--- src/design/pgsb_pkg.sv ---
`default_nettype none
// ----------------------------------------------------------------------------
// pgsb_pkg
// Shared types and constants for the gain schedule and blend block.
// ----------------------------------------------------------------------------
package pgsb_pkg;

    localparam int NUM_JOINTS_DEF = 8;
    localparam int MAX_POINTS_DEF = 8;
    localparam int NUM_BANKS_DEF  = 3;

    localparam int CFG_DATA_W = 16;
    localparam int CFG_IDX_W  = 2;
    localparam int PROD_W     = 48;
    localparam int DIV_STEPS  = 32;
    localparam int DCNT_W     = 5;
    localparam int LANES      = 3;

    localparam logic [CFG_IDX_W-1:0] CFG_ACTIVE_GAIT = 2'd0;
    localparam logic [CFG_IDX_W-1:0] CFG_BLEND_STEP  = 2'd1;
    localparam logic [CFG_IDX_W-1:0] CFG_BLEND_TOTAL = 2'd2;

    localparam logic [1:0] MODE_LOAD    = 2'd0;
    localparam logic [1:0] MODE_CAPTURE = 2'd1;
    localparam logic [1:0] MODE_QUERY   = 2'd2;
    localparam logic [1:0] MODE_UNUSED  = 2'd3;

    typedef struct packed {
        logic [1:0]         mode;
        logic [1:0]         gait_bank;
        logic [2:0]         joint;
        logic [2:0]         point_index;
        logic signed [15:0] position;
        logic [31:0]        gain_p;
        logic [31:0]        gain_i;
        logic [31:0]        gain_d;
        logic [3:0]         point_count;
    } t_item;

    typedef struct packed {
        logic [31:0] sched_p;
        logic [31:0] sched_i;
        logic [31:0] sched_d;
        logic [31:0] blend_p;
        logic [31:0] blend_i;
        logic [31:0] blend_d;
        logic [2:0]  found_point;
        logic        status;
    } t_result;

    typedef struct packed {
        logic latch;
        logic load_wr;
        logic chk_err;
        logic scan_init;
        logic scan_cmp;
        logic scan_last;
        logic take_gain;
        logic mul;
        logic div_step;
        logic fin;
    } t_cmd;

    typedef struct packed {
        logic [1:0] mode;
        logic       has_pts;
        logic       k_end;
        logic       hit;
        logic       div_last;
    } t_sts;

endpackage
`default_nettype wire

--- src/design/pgsb_ctrl.sv ---
`default_nettype none
// ----------------------------------------------------------------------------
// pgsb_ctrl
// Sequencer: load, breakpoint scan, gain fetch, multiply and divide steps.
// ----------------------------------------------------------------------------
module pgsb_ctrl (
    input  wire logic         i_clk,
    input  wire logic         i_rst_n,
    input  wire logic         start,
    input  wire logic [1:0]   i_mode,
    input  wire pgsb_pkg::t_sts i_sts,
    output pgsb_pkg::t_cmd    o_cmd,
    output logic              busy,
    output logic              o_valid
);
    typedef enum logic [10:0] {
        S_IDLE  = 11'b000_0000_0001,
        S_LOAD  = 11'b000_0000_0010,
        S_CHECK = 11'b000_0000_0100,
        S_RD    = 11'b000_0000_1000,
        S_CMP   = 11'b000_0001_0000,
        S_GRD   = 11'b000_0010_0000,
        S_GWAIT = 11'b000_0100_0000,
        S_MUL   = 11'b000_1000_0000,
        S_DIV   = 11'b001_0000_0000,
        S_FIN   = 11'b010_0000_0000,
        S_OUT   = 11'b100_0000_0000
    } t_state;

    t_state r_state, n_state;

    always_ff @(posedge i_clk) begin
        if (!i_rst_n) begin
            r_state <= S_IDLE;
        end else begin
            r_state <= n_state;
        end
    end

    always_comb begin
        n_state = r_state;
        o_cmd   = '0;
        case (r_state)
            S_IDLE: begin
                if (start) begin
                    o_cmd.latch = 1'b1;
                    case (i_mode)
                        pgsb_pkg::MODE_LOAD:    n_state = S_LOAD;
                        pgsb_pkg::MODE_CAPTURE: n_state = S_CHECK;
                        pgsb_pkg::MODE_QUERY:   n_state = S_CHECK;
                        default:                n_state = S_OUT;
                    endcase
                end
            end
            S_LOAD: begin
                o_cmd.load_wr = 1'b1;
                n_state = S_OUT;
            end
            S_CHECK: begin
                if (i_sts.has_pts) begin
                    o_cmd.scan_init = 1'b1;
                    n_state = S_RD;
                end else begin
                    o_cmd.chk_err = 1'b1;
                    n_state = S_OUT;
                end
            end
            S_RD: begin
                if (i_sts.k_end) begin
                    o_cmd.scan_last = 1'b1;
                    n_state = S_GRD;
                end else begin
                    n_state = S_CMP;
                end
            end
            S_CMP: begin
                o_cmd.scan_cmp = 1'b1;
                n_state = i_sts.hit ? S_GRD : S_RD;
            end
            S_GRD: begin
                n_state = S_GWAIT;
            end
            S_GWAIT: begin
                o_cmd.take_gain = 1'b1;
                n_state = (i_sts.mode == pgsb_pkg::MODE_QUERY) ? S_MUL : S_OUT;
            end
            S_MUL: begin
                o_cmd.mul = 1'b1;
                n_state = S_DIV;
            end
            S_DIV: begin
                o_cmd.div_step = 1'b1;
                if (i_sts.div_last) begin
                    n_state = S_FIN;
                end
            end
            S_FIN: begin
                o_cmd.fin = 1'b1;
                n_state = S_OUT;
            end
            S_OUT: begin
                n_state = S_IDLE;
            end
            default: begin
                n_state = S_IDLE;
            end
        endcase
    end

    assign busy    = (r_state != S_IDLE);
    assign o_valid = (r_state == S_OUT);
endmodule
`default_nettype wire

--- config.mk ---
export PLATFORM = sky130hd
export DESIGN_NAME = pgsb_ctrl
export DESIGN_NICKNAME = d
export VERILOG_FILES = /design/src/design/pgsb_pkg.sv /design/src/design/pgsb_ctrl.sv
export SDC_FILE = /design/constraint.sdc
export NUM_CORES = 1
export LEC_CHECK = 0
export BUFFER_PORTS_ARGS = -buffer_cell sky130_fd_sc_hd__buf_2
export CORE_ASPECT_RATIO = 1.4
export CORE_MARGIN = 5
export CORE_UTILIZATION = 29
export CTS_BUF_LIST = sky130_fd_sc_hd__clkbuf_2
export CTS_CLUSTER_DIAMETER = 120
export DETAILED_ROUTE_END_ITERATION = 8
export PLACE_DENSITY_LB_ADDON = 0.1
export SETUP_SLACK_MARGIN = 0.3
export SLEW_MARGIN = 20
export SYNTH_ARGS = -nofsm -noshare
export SYNTH_HDL_FRONTEND = slang
export SYNTH_SLANG_ARGS = --single-unit
--- constraint.sdc ---
create_clock -name i_clk -period 6.04 [get_ports i_clk]
set_clock_uncertainty 0.2 [all_clocks]
set_input_delay 1.51 -clock i_clk [delete_from_list [all_inputs] [get_ports i_clk]]
set_output_delay 1.51 -clock i_clk [all_outputs]
set_load 0.02 [all_outputs]
# After elaboration in Yosys (flattened, before gate mapping)
# Cells that the tools add are included.
# word_totals
register_bits	11
inputBits	11
# op_classes
eq_ne	17
mux	21
reduce_logical	4
# ops
operator	count
case mux 11 bit (9 select lines)	1
2-to-1 mux 11 bit	4
case mux 11 bit (2 select lines)	1
2-to-1 mux 1 bit	12
2-to-1 mux 6 bit	2
== test 11 x 1 -> 1 bit (second input constant)	1
== test 11 x 10 -> 1 bit (second input constant)	1
== test 11 bit (second input constant)	1
== test 11 x 2 -> 1 bit (second input constant)	1
== test 11 x 3 -> 1 bit (second input constant)	1
== test 11 x 4 -> 1 bit (second input constant)	1
== test 11 x 5 -> 1 bit (second input constant)	1
== test 11 x 6 -> 1 bit (second input constant)	1
== test 11 x 7 -> 1 bit (second input constant)	1
== test 11 x 8 -> 1 bit (second input constant)	1
== test 11 x 9 -> 1 bit (second input constant)	1
inequality test 11 x 1 -> 1 bit (second input constant)	1
== test 2 bit (second input constant)	2
inequality test 2 bit (second input constant)	2
OR reduction 2 bit	2
== test 2 x 1 -> 1 bit (second input constant)	1
logical NOT 2 bit	1
2-to-1 mux 2 bit	1
AND reduction 2 bit	1

# Logic depth before layout (Yosys ltp)
# depth
depth_word	5
ltp_mapped	6
mapped_depth_nobuf	5

# Worst setup path after synthesis
# No wires, ideal clock.
# synth_timing
kind	in2out
startpoint	in start
endpoint	out o_cmd[9] (netlist bit)
arrival_ns	1.864
t_required_ns	4.330
path_slack_ns	2.466
stages	2
n_path_buf	0
cell_sequence	inv_1 nor2_1
# synth_rtl
element	line	text
start: declaration	pgsb_ctrl.sv:9	input wire logic start,
end: declaration	pgsb_ctrl.sv:12	output pgsb_pkg::t_cmd o_cmd,

==> flow_summary.yaml <==
die:
  ios: 23
  die_w_um: 53.9
  die_h_um: 71.4
  coreArea_um2: 2620
  rows: 22
  die-area_um2: 3840
  initial_core_util_pct: 29.9
timing:
  maxSlewHeadroom_pct: 67.3
  period_share_pct: 61.7
  tns_ns: 0
  hold_ws_ns: 0.441
  post-route-min-period_ns: 3.73
  hold_viol: 0
  worst_pin_slew_ns: 0.487
  rsz0062_at_grt: "no"
  max_freq_ghz: 0.268
  slew_viol_final: 0
  setup-violations-final: 0
clocking:
  insertion_delay_ns: 0.27
  cts_buffers: 3
  postCtsSetupRepairBufs: 0
  postCtsHoldBufs: 0
  cts_root_buf: "clkbuf_2"
  clk_pin_slew_ns: 0.12
  h-tree-depth: 1
  cts_tree: "yes"
  cts_resized: 0
  max-clock-path-buffers: 2
  clock_sinks: 11
route:
  wl_mm: 1.83
  detail_route.drc_violations: 0
  first_iter_violations: 8
  via_count: 727
  wire_per_inst_um: 12.1
  vias_per_cell: 4.81
  drt_first_pass_iters: 4
  ant_nets: 0
synthesis:
  synth-edff-count: 0
  syn_avg_cell_area_um2: 8.49
  synthMuxAreaShare_pct: 0
  yosys.area_share.adder_pct: 3.21
  ys_top_cells_by_area: "dfxtp_1, nor2_1, inv_1, nor4b_1, ha_1"
  synth_top_family_by_area: "simple AND/OR/NAND/NOR gates"
  syn-num-nets: 105
  synth_ff_type: "dfxtp_1"
  async_reset_ff_share_pct: 0
  synth-seq-cells: 11
  synth_warnings: 0
  syn_area_um2: 781
  synth_simple_gate_area_share_pct: 46.8
  synth_cell_types: 39
  synth_seq_area_share_pct: 28.2
  synth-compound-area-share_pct: 10.4
  synth_top_area_share_pct: 28.2
  synth_common_cells: "nor2_1, dfxtp_1, inv_1"
  synthXorXnorAreaFrac_pct: 3.37
  yosys.area.top_type: "dfxtp_1"
  synth_cells: 92
  synth_most_common_cell: "nor2_1"
power:
  p_leak_nw: 0.435
  p_per_area_nw_per_um2: 172
  irDropWorstVdd_uv: 89.9
  power.total_uw: 158
global_routing:
  grt_max_degree: 10
  overflow: 0
  track_usage_pct: 10.4
  use_met2_pct: 16.0
  grt_util_met3_pct: 2.29
  grt_first_pass_wirelength_mm: 2.97
  grt_pass1_vias: 672
  antenna_found_initial: 0
  use_met1_pct: 12.4
  busiest_layer: "met2"
setup_path:
  cp_max_fo: 7
  cp-start-kind: "flip-flop"
  worstReg2RegEnd: "r_state[5]$_SDFFE_PN0P_"
  arrival_ns: 2.02
  ff2ff_path_depth: 5
  rrSetupSlack_ns: 4.02
  worstSetupEndpointType: "output port"
  reg2reg_from: "r_state[9]$_SDFFE_PN0P_"
  required_ns: 4.33
  crit_type: "reg -> out"
layout:
  largest_register_ffs: 11
  regMostFlops: "r_state"
  multi_input_area_um2: 498
  antenna_cells: 0
  fill_cells: 285
  fin_cells: 151
  area_growth_pct: 17.8
  top_regs: "r_state (11)"
  final_nets: 129
  area.sequential_um2: 220
  drive_gt1_share_pct: 32.2
placement:
  io_buffers: 22
  placed_cells: 147
  gp_congestion: 0.778
  hpwlAfterDp_mm: 1.53
min_path:
  whs_path_depth: 2
  hold_class: "reg -> reg"
  holdCritStartpoint: "r_state[5]$_SDFFE_PN0P_"
  hold_end: "r_state[6]$_SDFFE_PN0P_"
outcome:
  status: "finished, final reports clean"
job:
  maxCapViolCount: 0
-- cells in the final DEF (no fill, tap or decap), types with 2 or more instances in the layout --
| cell | n |
|---|---|
| buf_2 | 22 |
| nor2_1 | 13 |
| dfxtp_1 | 11 |
| inv_1 | 7 |
| nand2_1 | 4 |
| clkbuf_2 | 4 |
| nor4_1 | 3 |
| and3_1 | 3 |
| nand3_1 | 3 |
| and2_1 | 3 |
| nor4b_1 | 3 |
| or4_4 | 2 |
| nor2b_1 | 2 |
| nor3b_1 | 2 |
| nand2b_1 | 2 |
| nand4b_1 | 2 |
| and4b_2 | 2 |
| nand2b_2 | 2 |
| a22oi_1 | 2 |
| xnor2_1 | 2 |
| a21oi_1 | 2 |
| o21bai_1 | 2 |
| ha_1 | 2 |
-- final cells by class --
cell class / instances / area share (%)
sequential: 11 / 23.9
tap: 36 / 4.90
clock buffer: 4 / 2.18
multi-input combinational: 71 / 54.1
inverter: 7 / 2.86
timing repair buffer: 22 / 12.0
-- how the worst max path moves through the flow --
stage,start,to,slack (ns),cells past startpoint
final,r_state[9]$_SDFFE_PN0P_,o_cmd[7],2.31,6
after global routing,r_state[9]$_SDFFE_PN0P_,o_cmd[7],2.03,6
after CTS,r_state[9]$_SDFFE_PN0P_,o_cmd[7],2.29,6
after detailed placement,i_sts[3],o_cmd[7],2.33,4
after global placement,i_sts[3],o_cmd[7],2.34,4
after floorplan,start,o_cmd[9],2.47,2
-- metrics by stage --
step                worst slack [ns]  cell area [um^2]  util, %
floorplan                       2.47               781        -
global placement                2.34               900     34.4
detailed placement              2.33               900     34.4
CTS                             2.29               920     35.2
global route                    2.03               920     35.2
finish                          2.31               920     35.2
-- report_power, final --
group	internal (mW)	switching [mW]	total, mW
Clock	0.0176	0.0276	0.0451
Combinational	0.0149	0.0204	0.0353
Sequential	0.0747	0.00324	0.0779
-- cells by family after synthesis --
family,after synthesis
buf+inv,10
compound gates,12
xor+xnor,3
fa+ha+maj,2
flops,11
simple gates,54
-- per-layer routing --
metal  wire, um  vias to the layer above
li1           -                      376
met5          0                        -
met4         48                        0
met1        793                      330
met2        900                       16
met3         84                        5
-- worst max-delay path: stages, from the launching register on --
cell	delay, ns
dfxtp_1	0.41
nor3_1	0.42
nand3_1	0.17
nor3b_1	0.38
nand2b_1	0.14
inv_1	0.07
buf_2	0.15
Note: power is estimated with default switching activity, not from simulation.
